File: config.mk
export PLATFORM = sky130hd
export DESIGN_NAME = pps_frame_timestamp_aligner
export DESIGN_NICKNAME = d
export VERILOG_FILES = /design/src/rtl/pfta_pkg.sv /design/src/rtl/pps_frame_timestamp_aligner.sv
export VERILOG_INCLUDE_DIRS = /design/src /design/src/rtl
export SDC_FILE = /design/constraint.sdc
export NUM_CORES = 2
export LEC_CHECK = 0
export BUFFER_PORTS_ARGS = -buffer_cell sky130_fd_sc_hd__buf_4
export CAP_MARGIN = 25
export CORE_MARGIN = 10
export CORE_UTILIZATION = 38
export DETAILED_ROUTE_END_ITERATION = 10
export GPL_TIMING_DRIVEN = 0
export PLACE_DENSITY = 0.6
export SLEW_MARGIN = 20
export SYNTH_ARGS = -nofsm -noshare
export SYNTH_HDL_FRONTEND = slang
export SYNTH_SLANG_ARGS = --single-unit
File: constraint.sdc
create_clock -name clk -period 22.4 [get_ports clk]
set_input_delay 3.36 -clock clk [delete_from_list [all_inputs] [get_ports clk]]
set_output_delay 3.36 -clock clk [all_outputs]
set_load 0.1 [all_outputs]
File: src/rtl/pps_frame_timestamp_aligner_macros.svh
// assertion macros for the pps frame timestamp aligner
// used by pps_frame_timestamp_aligner.sv; expects clk and rst_n in scope
`ifndef PPS_FRAME_TIMESTAMP_ALIGNER_MACROS_SVH
`define PPS_FRAME_TIMESTAMP_ALIGNER_MACROS_SVH
`ifndef SYNTH
// same-cycle implication
`define PFTA_ASSERT_IMPLY(label, ante, cons) \
    label: assert property (@(posedge clk) disable iff (!rst_n) (ante) |-> (cons)) \
        else $error("pfta assertion failed");
// next-cycle implication
`define PFTA_ASSERT_NEXT(label, ante, cons) \
    label: assert property (@(posedge clk) disable iff (!rst_n) (ante) |=> (cons)) \
        else $error("pfta assertion failed");
`else
`define PFTA_ASSERT_IMPLY(label, ante, cons)
`define PFTA_ASSERT_NEXT(label, ante, cons)
`endif
`endif

File: src/rtl/pfta_pkg.sv
// types and constants for the pps frame timestamp aligner
// no dependencies; used by pps_frame_timestamp_aligner.sv
package pfta_pkg;

    // frame period and half period in ns
    localparam logic [26:0] FRAME_NS      = 27'd100_000_000;
    localparam logic [25:0] HALF_FRAME_NS = 26'd50_000_000;
    // frame index above this flags a lost pps
    localparam logic [7:0]  PPS_LOST_LIMIT = 8'd12;
    // reset value of the alignment threshold
    localparam logic [29:0] THRESH_RESET = 30'd45_000_000;
    // rounded offsets at or above this value saturate the quotient
    localparam logic [35:0] ROUND_SAT_NS = 36'd51_100_000_000;
    localparam logic [8:0]  Q_CLAMP      = 9'd511;
    // ceil(2^47 / 390625): (x >> 8) * RECIP >> 47 == x / 1e8 for x < 2^36
    localparam logic [28:0] RECIP       = 29'd360_287_971;
    localparam int          RECIP_SHIFT = 47;

    // configuration register indexes
    typedef enum logic [2:0] {
        REG_SERIAL_DELAY   = 3'd0,
        REG_EXPOSURE_DELAY = 3'd1,
        REG_TRANSFER_DELAY = 3'd2,
        REG_ALIGN_THRESH   = 3'd3
    } cfg_reg_t;

    // item modes
    localparam logic MODE_FRAME = 1'b0;
    localparam logic MODE_PPS   = 1'b1;

    typedef struct packed {
        logic        mode;
        logic [62:0] local_time_ns;
        logic [62:0] gps_time_ns;
    } item_t;

    typedef struct packed {
        logic [62:0] timestamp_ns;
        logic [7:0]  frames_since_pps;
        logic        was_first_after_pps;
        logic [7:0]  lost_at_pps;
        logic [7:0]  gap_frames;
        logic [15:0] lost_total;
        logic        pps_lost;
    } result_t;

endpackage

File: src/rtl/pps_frame_timestamp_aligner.sv
// pps frame timestamp aligner, top level
// depends on pfta_pkg and pps_frame_timestamp_aligner_macros.svh
//
// Usage:
//   item channel (item_valid / item_stall / item) carries PPS events
//   (mode 1: local receive time and GPS time) and frame arrivals (mode 0:
//   local capture time). Each frame after the first PPS yields one
//   transaction on the result channel (result_valid / result_stall /
//   result); PPS events and frames before the first PPS yield none.
//   Config writes (cfg_wr_en, cfg_index, cfg_data) set the serial,
//   exposure and transfer delays and the alignment threshold; write them
//   only while the block is idle. Indexes beyond the list are ignored.
// Timing:
//   one item accepted per cycle, and back-to-back items stream at full
//   rate, while the result is not stalled. A frame's result is built in
//   stages: the accepting edge registers the offsets to the PPS and the
//   rounded frame count, the second stage the frame index and timestamp.
// Reset: control state clears, the threshold returns to 45 ms, no results.
// Stall: a stalled result holds; items are still taken until the first stage
//   is full, after which item_stall rises until the result is taken.
`include "pps_frame_timestamp_aligner_macros.svh"

module pps_frame_timestamp_aligner
(
    input  logic             clk,
    input  logic             rst_n,
    input  logic             cfg_wr_en,
    input  logic [2:0]       cfg_index,
    input  logic [29:0]      cfg_data,
    input  logic             item_valid,
    output logic             item_stall,
    input  pfta_pkg::item_t  item,
    output logic             result_valid,
    input  logic             result_stall,
    output pfta_pkg::result_t result
);

    // first stage register contents
    typedef struct packed {
        logic        is_pps;
        logic        last_le_this;
        logic        last_lt_thr;
        logic        this_lt_thr;
        logic        q_neg;
        logic [8:0]  q;
        logic [62:0] gps;
    } stage_a_t;

    // configuration
    logic [29:0] serial_delay_reg, serial_delay_next;
    logic [29:0] exposure_delay_reg, exposure_delay_next;
    logic [29:0] transfer_delay_reg, transfer_delay_next;
    logic [29:0] align_thresh_reg, align_thresh_next;

    // first stage state
    logic signed [63:0] pps_local_reg, pps_local_next;
    logic [62:0]        pps_gps_reg, pps_gps_next;
    logic signed [63:0] prev_frame_reg, prev_frame_next;
    logic               first_pps_seen_reg, first_pps_seen_next;
    logic               a_valid_reg, a_valid_next;
    stage_a_t           a_reg, a_next;

    // second stage state
    logic               update_pending_reg, update_pending_next;
    logic [7:0]         frame_index_reg, frame_index_next;
    logic [15:0]        lost_count_reg, lost_count_next;
    logic               result_valid_reg, result_valid_next;
    pfta_pkg::result_t  result_reg, result_next;

    logic in_accept, a_move, b_fire;

    // config register writes
    always_comb
    begin
        serial_delay_next   = serial_delay_reg;
        exposure_delay_next = exposure_delay_reg;
        transfer_delay_next = transfer_delay_reg;
        align_thresh_next   = align_thresh_reg;
        if (cfg_wr_en)
        begin
            case (cfg_index)
                pfta_pkg::REG_SERIAL_DELAY:   serial_delay_next   = cfg_data;
                pfta_pkg::REG_EXPOSURE_DELAY: exposure_delay_next = cfg_data;
                pfta_pkg::REG_TRANSFER_DELAY: transfer_delay_next = cfg_data;
                pfta_pkg::REG_ALIGN_THRESH:   align_thresh_next   = cfg_data;
                default: ;
            endcase
        end
    end

    // handshake control
    assign a_move     = !result_valid_reg || !result_stall;
    assign item_stall = a_valid_reg && !a_move;
    assign in_accept  = item_valid && !item_stall;
    assign b_fire     = a_valid_reg && a_move;

    // first stage: corrected times, offsets to pps, rounded frame count
    logic signed [64:0] local_s, now_s, pps_new_s, diff_this, diff_last;
    logic [64:0]        mag_this65, mag_last65, x;
    logic [63:0]        mag_this, mag_last;
    logic               neg_this, neg_last, near_zero, sat;
    logic [27:0]        y;
    logic [56:0]        prod;
    logic [8:0]         q_raw, q_val;
    logic               gps_changed, is_pps;

    always_comb
    begin
        local_s   = $signed({2'b00, item.local_time_ns});
        now_s     = local_s - $signed({35'd0, transfer_delay_reg})
                    - $signed({35'd0, exposure_delay_reg});
        pps_new_s = local_s - $signed({35'd0, serial_delay_reg});
        diff_this = now_s - $signed({pps_local_reg[63], pps_local_reg});
        diff_last = $signed({prev_frame_reg[63], prev_frame_reg})
                    - $signed({pps_local_reg[63], pps_local_reg});
        neg_this  = diff_this[64];
        neg_last  = diff_last[64];
        mag_this65 = neg_this ? (65'd0 - 65'(diff_this)) : 65'(diff_this);
        mag_last65 = neg_last ? (65'd0 - 65'(diff_last)) : 65'(diff_last);
        mag_this  = mag_this65[63:0];
        mag_last  = mag_last65[63:0];

        // rounding offset, truncated toward zero
        near_zero = neg_this && (mag_this <= {38'd0, pfta_pkg::HALF_FRAME_NS});
        if (!neg_this)
            x = {1'b0, mag_this} + {39'd0, pfta_pkg::HALF_FRAME_NS};
        else if (near_zero)
            x = 65'd0;
        else
            x = {1'b0, mag_this - {38'd0, pfta_pkg::HALF_FRAME_NS}};
        sat   = x >= {29'd0, pfta_pkg::ROUND_SAT_NS};
        y     = x[35:8];
        prod  = 57'(y) * 57'(pfta_pkg::RECIP);
        q_raw = prod[pfta_pkg::RECIP_SHIFT +: 9];
        q_val = sat ? pfta_pkg::Q_CLAMP : q_raw;

        is_pps      = item.mode == pfta_pkg::MODE_PPS;
        gps_changed = item.gps_time_ns != pps_gps_reg;

        a_next.is_pps       = is_pps;
        a_next.last_le_this = mag_last <= mag_this;
        a_next.last_lt_thr  = mag_last < {34'd0, align_thresh_reg};
        a_next.this_lt_thr  = mag_this < {34'd0, align_thresh_reg};
        a_next.q_neg        = neg_this && !near_zero && (q_val != 9'd0);
        a_next.q            = q_val;
        a_next.gps          = pps_gps_reg;

        pps_local_next      = pps_local_reg;
        pps_gps_next        = pps_gps_reg;
        prev_frame_next     = prev_frame_reg;
        first_pps_seen_next = first_pps_seen_reg;
        a_valid_next        = a_move ? 1'b0 : a_valid_reg;
        if (in_accept)
        begin
            if (is_pps)
            begin
                a_valid_next = gps_changed;
                if (gps_changed)
                begin
                    pps_local_next      = pps_new_s[63:0];
                    pps_gps_next        = item.gps_time_ns;
                    first_pps_seen_next = 1'b1;
                end
            end
            else
            begin
                a_valid_next = first_pps_seen_reg;
                if (first_pps_seen_reg)
                    prev_frame_next = now_s[63:0];
            end
        end
    end

    // second stage: frame index, lost and gap counts, timestamp
    logic [7:0]  q_sat8, incre, fi_first, fi_step, fi_new, lost8, gap8;
    logic [9:0]  gap10;
    logic [16:0] lost_sum;
    logic [15:0] lost_new;
    logic        aligned, gap_cond;
    logic [34:0] fi_mul;
    logic [63:0] ts64;

    always_comb
    begin
        q_sat8   = (a_reg.q > 9'd255) ? 8'd255 : a_reg.q[7:0];
        aligned  = a_reg.last_le_this ? a_reg.last_lt_thr : a_reg.this_lt_thr;
        incre    = aligned ? {7'd0, a_reg.last_le_this}
                           : (a_reg.q_neg ? 8'd0 : q_sat8);
        fi_first = (incre == 8'd255) ? 8'd255 : incre + 8'd1;
        lost8    = aligned ? 8'd0 : incre;
        lost_sum = {1'b0, lost_count_reg} + {9'd0, lost8};
        lost_new = lost_sum[16] ? 16'hFFFF : lost_sum[15:0];
        gap_cond = !a_reg.q_neg && (a_reg.q > {1'b0, frame_index_reg});
        gap10    = {1'b0, a_reg.q} + 10'd1 - {2'b00, frame_index_reg};
        gap8     = (gap10 > 10'd255) ? 8'd255 : gap10[7:0];
        fi_step  = (frame_index_reg == 8'd255) ? 8'd255 : frame_index_reg + 8'd1;

        if (update_pending_reg)
            fi_new = fi_first;
        else if (gap_cond)
            fi_new = frame_index_reg;
        else
            fi_new = fi_step;

        fi_mul = 35'(fi_new) * 35'(pfta_pkg::FRAME_NS);
        ts64   = {29'd0, fi_mul} + {1'b0, a_reg.gps}
                 + {35'd0, exposure_delay_reg[29:1]};

        result_next.timestamp_ns        = ts64[62:0];
        result_next.frames_since_pps    = fi_new;
        result_next.was_first_after_pps = update_pending_reg;
        result_next.lost_at_pps         = update_pending_reg ? lost8 : 8'd0;
        result_next.gap_frames          = (!update_pending_reg && gap_cond) ? gap8 : 8'd0;
        result_next.lost_total          = update_pending_reg ? lost_new : lost_count_reg;
        result_next.pps_lost            = fi_new > pfta_pkg::PPS_LOST_LIMIT;

        update_pending_next = update_pending_reg;
        frame_index_next    = frame_index_reg;
        lost_count_next     = lost_count_reg;
        if (b_fire)
        begin
            if (a_reg.is_pps)
                update_pending_next = 1'b1;
            else
            begin
                update_pending_next = 1'b0;
                frame_index_next    = fi_new;
                lost_count_next     = result_next.lost_total;
            end
        end
        result_valid_next = a_move ? (a_valid_reg && !a_reg.is_pps) : result_valid_reg;
    end

    // control and state registers
    always_ff @(posedge clk or negedge rst_n)
    begin
        if (!rst_n)
        begin
            serial_delay_reg   <= 30'd0;
            exposure_delay_reg <= 30'd0;
            transfer_delay_reg <= 30'd0;
            align_thresh_reg   <= pfta_pkg::THRESH_RESET;
            pps_local_reg      <= 64'sd0;
            pps_gps_reg        <= 63'd0;
            prev_frame_reg     <= 64'sd0;
            first_pps_seen_reg <= 1'b0;
            a_valid_reg        <= 1'b0;
            update_pending_reg <= 1'b0;
            frame_index_reg    <= 8'd0;
            lost_count_reg     <= 16'd0;
            result_valid_reg   <= 1'b0;
        end
        else
        begin
            serial_delay_reg   <= serial_delay_next;
            exposure_delay_reg <= exposure_delay_next;
            transfer_delay_reg <= transfer_delay_next;
            align_thresh_reg   <= align_thresh_next;
            pps_local_reg      <= pps_local_next;
            pps_gps_reg        <= pps_gps_next;
            prev_frame_reg     <= prev_frame_next;
            first_pps_seen_reg <= first_pps_seen_next;
            a_valid_reg        <= a_valid_next;
            update_pending_reg <= update_pending_next;
            frame_index_reg    <= frame_index_next;
            lost_count_reg     <= lost_count_next;
            result_valid_reg   <= result_valid_next;
        end
    end

    // payload registers
    always_ff @(posedge clk)
    begin
        if (in_accept)
            a_reg <= a_next;
        if (b_fire && !a_reg.is_pps)
            result_reg <= result_next;
    end

    assign result_valid = result_valid_reg;
    assign result       = result_reg;

    // checks
    `PFTA_ASSERT_IMPLY(a_stall_only_full, item_stall,
                       a_valid_reg && result_valid_reg && result_stall)
    `PFTA_ASSERT_IMPLY(a_lost_only_first, result_valid_reg && (result_reg.lost_at_pps != 8'd0),
                       result_reg.was_first_after_pps)
    `PFTA_ASSERT_IMPLY(a_gap_not_first, result_valid_reg && (result_reg.gap_frames != 8'd0),
                       !result_reg.was_first_after_pps && (result_reg.gap_frames != 8'd1))
    `PFTA_ASSERT_NEXT(a_pending_consumed, b_fire && !a_reg.is_pps && update_pending_reg,
                      !update_pending_reg)
    `PFTA_ASSERT_NEXT(a_lost_monotonic, 1'b1, lost_count_reg >= $past(lost_count_reg))

endmodule

* Word-level counts from Yosys, hierarchy flattened
Index checks and enable logic that the tools add are counted.
W data, S select, Z words.
** Word-level totals
- Bits in registers :: 521
- Output and inout bits :: 107
** Cells by class
- Bitwise logic cells :: 2
- $lt $le $gt $ge :: 9
- Eq/ne operators :: 6
- Muxes and demuxes :: 21
- Multiply operators :: 2
- Reductions and logical operators :: 29
- Add/subtract/negate cells :: 16
** Operators with widths (number)
- $mux W64 :: 3
- $lt A64 B30 Y1 :: 2
- $sub A1 B64 Y64 const A :: 2
- $sub A63 B30 Y64 :: 2
- $mux W8 :: 9
- $add A64 B26 Y65 const B :: 1
- $ge A65 B36 Y1 const B :: 1
- $mux W65 :: 1
- $sub A64 B31 Y65 :: 1
- $sub A64 B64 Y65 :: 1
- $sub A65 B64 Y65 :: 1
- $le A64 B26 Y1 const B :: 1
- $le A64 B64 Y1 :: 1
- $sub A64 B26 Y64 const B :: 1
- $add A35 B63 Y63 :: 1
- $add A63 B29 Y63 :: 1
- $ne A63 B63 Y1 :: 1
- $mul A28 B29 Y56 const B :: 1
- $mux W16 :: 2
- $mul A8 B19 Y27 const B :: 1
- $add A16 B8 Y17 :: 1
- $add A8 B1 Y8 const B :: 2
- $eq A8 B8 Y1 const B :: 2
- $add A9 B1 Y10 const B :: 1
- 18 further kinds :: 45

* Depth between registers and ports, before layout
- Depth in word-level cells :: 13
- Mapped depth :: 94

* Least setup slack after synthesis
Ideal clock, no wire load.
- Kind :: input-to-reg
- Start point :: in item[63] (netlist name)
- End point :: reg a_reg[72] (netlist name), data pin
- Path slack :: 0.880 ns
- Setup time :: 0.281 ns
- Path buffers :: 9
- Cell stages on the path :: 87
- Data required time :: 22.119 ns
- Data arrival time :: 21.239 ns
- Cell sequence :: inv_1 > ha_1 > fa_1 > inv_1 > ha_1 > nor2b_1 > o21ai_0 > a21boi_0 > o21ai_0 > a21boi_0 > o21ai_0 > a21boi_0 > o21ai_0 > a21boi_0 > o21ai_0 > a21boi_0 > o21ai_0 > a21boi_0 > [... 51 more ...] > a21o_1 > a21o_1 > a21oi_1 > a21oi_1 > o31a_1 > o21ai_0 > nand2b_1 > a21oi_1 > nor2_1 > nor2_1 > nand2_1 > a221o_1 > or3_1 > o21ai_2 > mux2i_1 > nand2_1 > nor3b_1 > a31oi_1
** RTL lines
- from (decl) :: RTL line pps_frame_timestamp_aligner.sv:32 : input pfta_pkg::item_t item,
- to (signal assigned) :: RTL line pps_frame_timestamp_aligner.sv:275 : a_reg <= a_next;
- to (decl) :: RTL line pps_frame_timestamp_aligner.sv:61 : stage_a_t a_reg, a_next;

==> summary.txt <==
Outcome
  • Result of the run: finished clean

Floorplan
  • Vertical die dimension: 432 um
  • Rows: 151
  • Initial core utilization: between 30% and 40%
  • Width of the chip: 432 um
  • DIE AREA: 186000 um^2
  • Area of the core region: 169000 um^2
  • Top Ports: ~270

Timing
  • Worst Skew: 22.8 ps
  • Setup TNS after final layout: 0 ps
  • Final-report hold violation count: 0
  • Final hold slack: about 450 ps
  • Actual slew at the worst max-slew pin: 1100 ps
  • Number of setup violations in the final report: 0
  • Part of the cycle the worst path needs: 97.1%
  • Minimum clock period: between 20000 and 25000 ps
  • Relative slew slack: 25.5%
  • Timing-limited maximum frequency: 46.0 MHz
  • Final slew viol count: 0

Placement
  • Final RePlAce weighted congestion: 0.970
  • Final HPWL from detailed placement: approximately 190000 um
  • Area after detailed placement: 69600 um^2
  • Port Buffer Count: 261

CTS
  • Clock transition at the registers of the reported paths: 70 ps
  • Clock latency at the later pin of the worst-skew pair: roughly 640 ps
  • # H-tree levels: 2
  • TritonCTS clock tree: yes
  • Number of buffers on the longest clock path: 3
  • Root Buffer: sky130_fd_sc_hd__clkbuf_16
  • Hold-fix buffer count after cts: 0
  • CTS Buf Count: 52
  • Number of clock sinks: roughly 520

Final layout
  • Fraction of final layout cells sized beyond drive strength 1: 11.7%
  • Flip-flop count of the largest register after layout: 105
  • Most frequent cells in the layout: sky130_fd_sc_hd__inv_1 (1046), sky130_fd_sc_hd__ha_1 (766), sky130_fd_sc_hd__nand2_1 (512)
  • Layout area overhead: 13.4%
  • Summed area of non-filler cells in the final layout: roughly 73000 um^2
  • Filler cell count: 16800
  • Most common cell after layout, fill and taps aside: sky130_fd_sc_hd__inv_1
  • Number of nets in the finished design: 9104

GRT
  • Via count of the first global-routing pass: approximately 54000
  • Maximum number of pins on one net before global-route repair: 96
  • Total global-route track usage: 23.5%
  • Initial antenna violation count: 19
  • Wire length of the first global-routing pass: 340000 um
  • Overall overflow remaining after global route: 0

Routing
  • Average wire per standard cell: approximately 23 um
  • Number of DRC markers after the initial detailed-route iteration: 4845
  • Drt drc: 0
  • Via count of the routed design: 55800
  • Number of routed nets with antenna violations: 0
  • Ratio of routed vias to standard cells: 5.56
  • First drt pass iteration count: 6
  • Detailed Route WL: between 200000 and 250000 um

Setup path
  • Max incr delay on CP: ~620 ps
  • Required time of the critical path: 22730 ps
  • Type of element launching the critical path: input port
  • Worst Path Class, Setup: in2reg
  • Critical path fanouts, max: 10
  • Crit. End Element: flip-flop
  • Critical Path AT: 22080 ps
  • Critical-path cell with the highest stage delay: sky130_fd_sc_hd__fa_2

Logic synthesis
  • Syn avg cell area: 8.77 um^2
  • Share of synthesized area occupied by flip-flops and latches: 21.7%
  • Netlist Area Pre-Place: about 64000 um^2
  • Number of warnings printed during yosys synthesis: 0
  • EDFF count, synth: between 150 and 200
  • Async SR Flop Fraction: 65.1%
  • Distinct cells, synth: between 100 and 150
  • Post-Synthesis Cells: 7349
  • Number of synthesized register bits: 521
  • Net Count, Synth: 8698
  • Primary flip-flop cell chosen by synthesis mapping: sky130_fd_sc_hd__dfrtp_1

Hold path
  • Worst hold-check path type: reg2reg

Flow run
  • MaxCap Viol Count: 0
-- synth_stat cells (37+ instances only) --
cell type	n	area, um^2
sky130_fd_sc_hd__edfxtp_1	182	5470
sky130_fd_sc_hd__nor2_1	412	1550
sky130_fd_sc_hd__o31ai_1	37	278
sky130_fd_sc_hd__nor3_1	153	766
sky130_fd_sc_hd__o211ai_1	43	323
sky130_fd_sc_hd__o21bai_1	50	375
sky130_fd_sc_hd__a21oi_1	433	2170
sky130_fd_sc_hd__or3_1	74	463
sky130_fd_sc_hd__xor2_1	173	1520
sky130_fd_sc_hd__o21ai_0	366	1830
sky130_fd_sc_hd__dfrtp_1	328	8210
sky130_fd_sc_hd__mux2_2	173	1950
sky130_fd_sc_hd__a31oi_1	72	450
sky130_fd_sc_hd__clkbuf_1	160	601
sky130_fd_sc_hd__and2_1	63	394
sky130_fd_sc_hd__nor2b_1	68	425
sky130_fd_sc_hd__a211oi_1	43	323
sky130_fd_sc_hd__nor4_1	63	394
sky130_fd_sc_hd__and3_1	79	494
sky130_fd_sc_hd__nand2b_1	84	526
sky130_fd_sc_hd__ha_1	779	9750
sky130_fd_sc_hd__inv_1	1054	3960
sky130_fd_sc_hd__xnor2_1	423	3700
sky130_fd_sc_hd__nand3_1	188	941
sky130_fd_sc_hd__nand2_1	516	1940
sky130_fd_sc_hd__or2_2	46	288
sky130_fd_sc_hd__a21o_1	162	1220
sky130_fd_sc_hd__nand4_1	121	757
sky130_fd_sc_hd__fa_1	405	8110
sky130_fd_sc_hd__o21a_1	73	548
-- cell families after synthesis --
| group | Yosys count | synth area share (%) |
|---|---|---|
| AO/OA/AOI/OAI | 1570 | 15.6 |
| XOR/XNOR | 598 | 8.15 |
| adder cells (fa/ha/maj) | 1184 | 27.7 |
| buffers and inverters | 1247 | 7.36 |
| flip-flops | 521 | 21.7 |
| multiplexers | 197 | 3.43 |
| AND/OR/NAND/NOR | 2032 | 16.1 |
-- timing repair --
action                     4_1_cts  5_1_grt
pin swaps                       19       44
setup endpoints to repair       10       10
resized for setup              108      133
setup buffers                   25       47
-- per-stage QoR --
| stage | cells | worst slack, ps | utilization, % |
|---|---|---|---|
| floorplan | 7349 | 880 | - |
| global placement | 9828 | -6460 | 41.0 |
| detailed placement | 9851 | -5320 | 41.2 |
| CTS | 9969 | 0.473 | 42.7 |
| global route | 10000 | -39.1 | 43.3 |
| finish | 10000 | 646 | 43.3 |
-- area by class of cell --
cell class | instances | area [um^2] | share of cell area (%)
sequential | 521 | 14000 | 19.1
antenna | 9 | 22.5 | 0.0308
tap | 2218 | 2780 | 3.80
inverter | 1056 | 3980 | 5.44
multi-input combinational | 5581 | 46800 | 64.0
clock inverter | 19 | 274 | 0.375
buffer | 181 | 875 | 1.20
clock buffer | 79 | 1580 | 2.16
timing repair buffer | 362 | 2870 | 3.93
-- metal layers --
layer / share of wire, % / track usage (%) / vias up
met5: 0.014 / 0 / -
met4: 2.3 / 4.93 / 6
met3: 6.1 / 2.87 / 270
met2: 46 / 38.7 / 1775
met1: 46 / 33.1 / 27500
li1: - / - / 26300
-- final timing paths --
| check | start | endpoint | slack [ps] | cells past startpoint |
|---|---|---|---|---|
| worst max-delay path | item[63] | a_reg[72] | 650 | 90 |
| min in group asynchronous | rst_n | pps_local_reg[59] | 2600 | 1 |
| worst max register to register | transfer_delay_reg[0] | a_reg[72] | 3160 | 88 |
| worst min register to register | update_pending_reg | result[33] | 450 | 0 |
| worst min-delay path | update_pending_reg | result[33] | 450 | 0 |
| max in group asynchronous | rst_n | a_valid_reg | 18490 | 3 |
-- worst max-delay path, delay by kind of cell --
| family | cells | cell delay (ps) |
|---|---|---|
| AND/OR/NAND/NOR | 23 | 4060 |
| XOR/XNOR | 5 | 1120 |
| buffers and inverters | 22 | 2840 |
| adder cells (fa/ha/maj) | 13 | 5270 |
| AO/OA/AOI/OAI | 27 | 5360 |
Power is left out: the tool's default activity adds up to more than one toggle a clock period on the data nets, which glitch-free logic cannot reach.
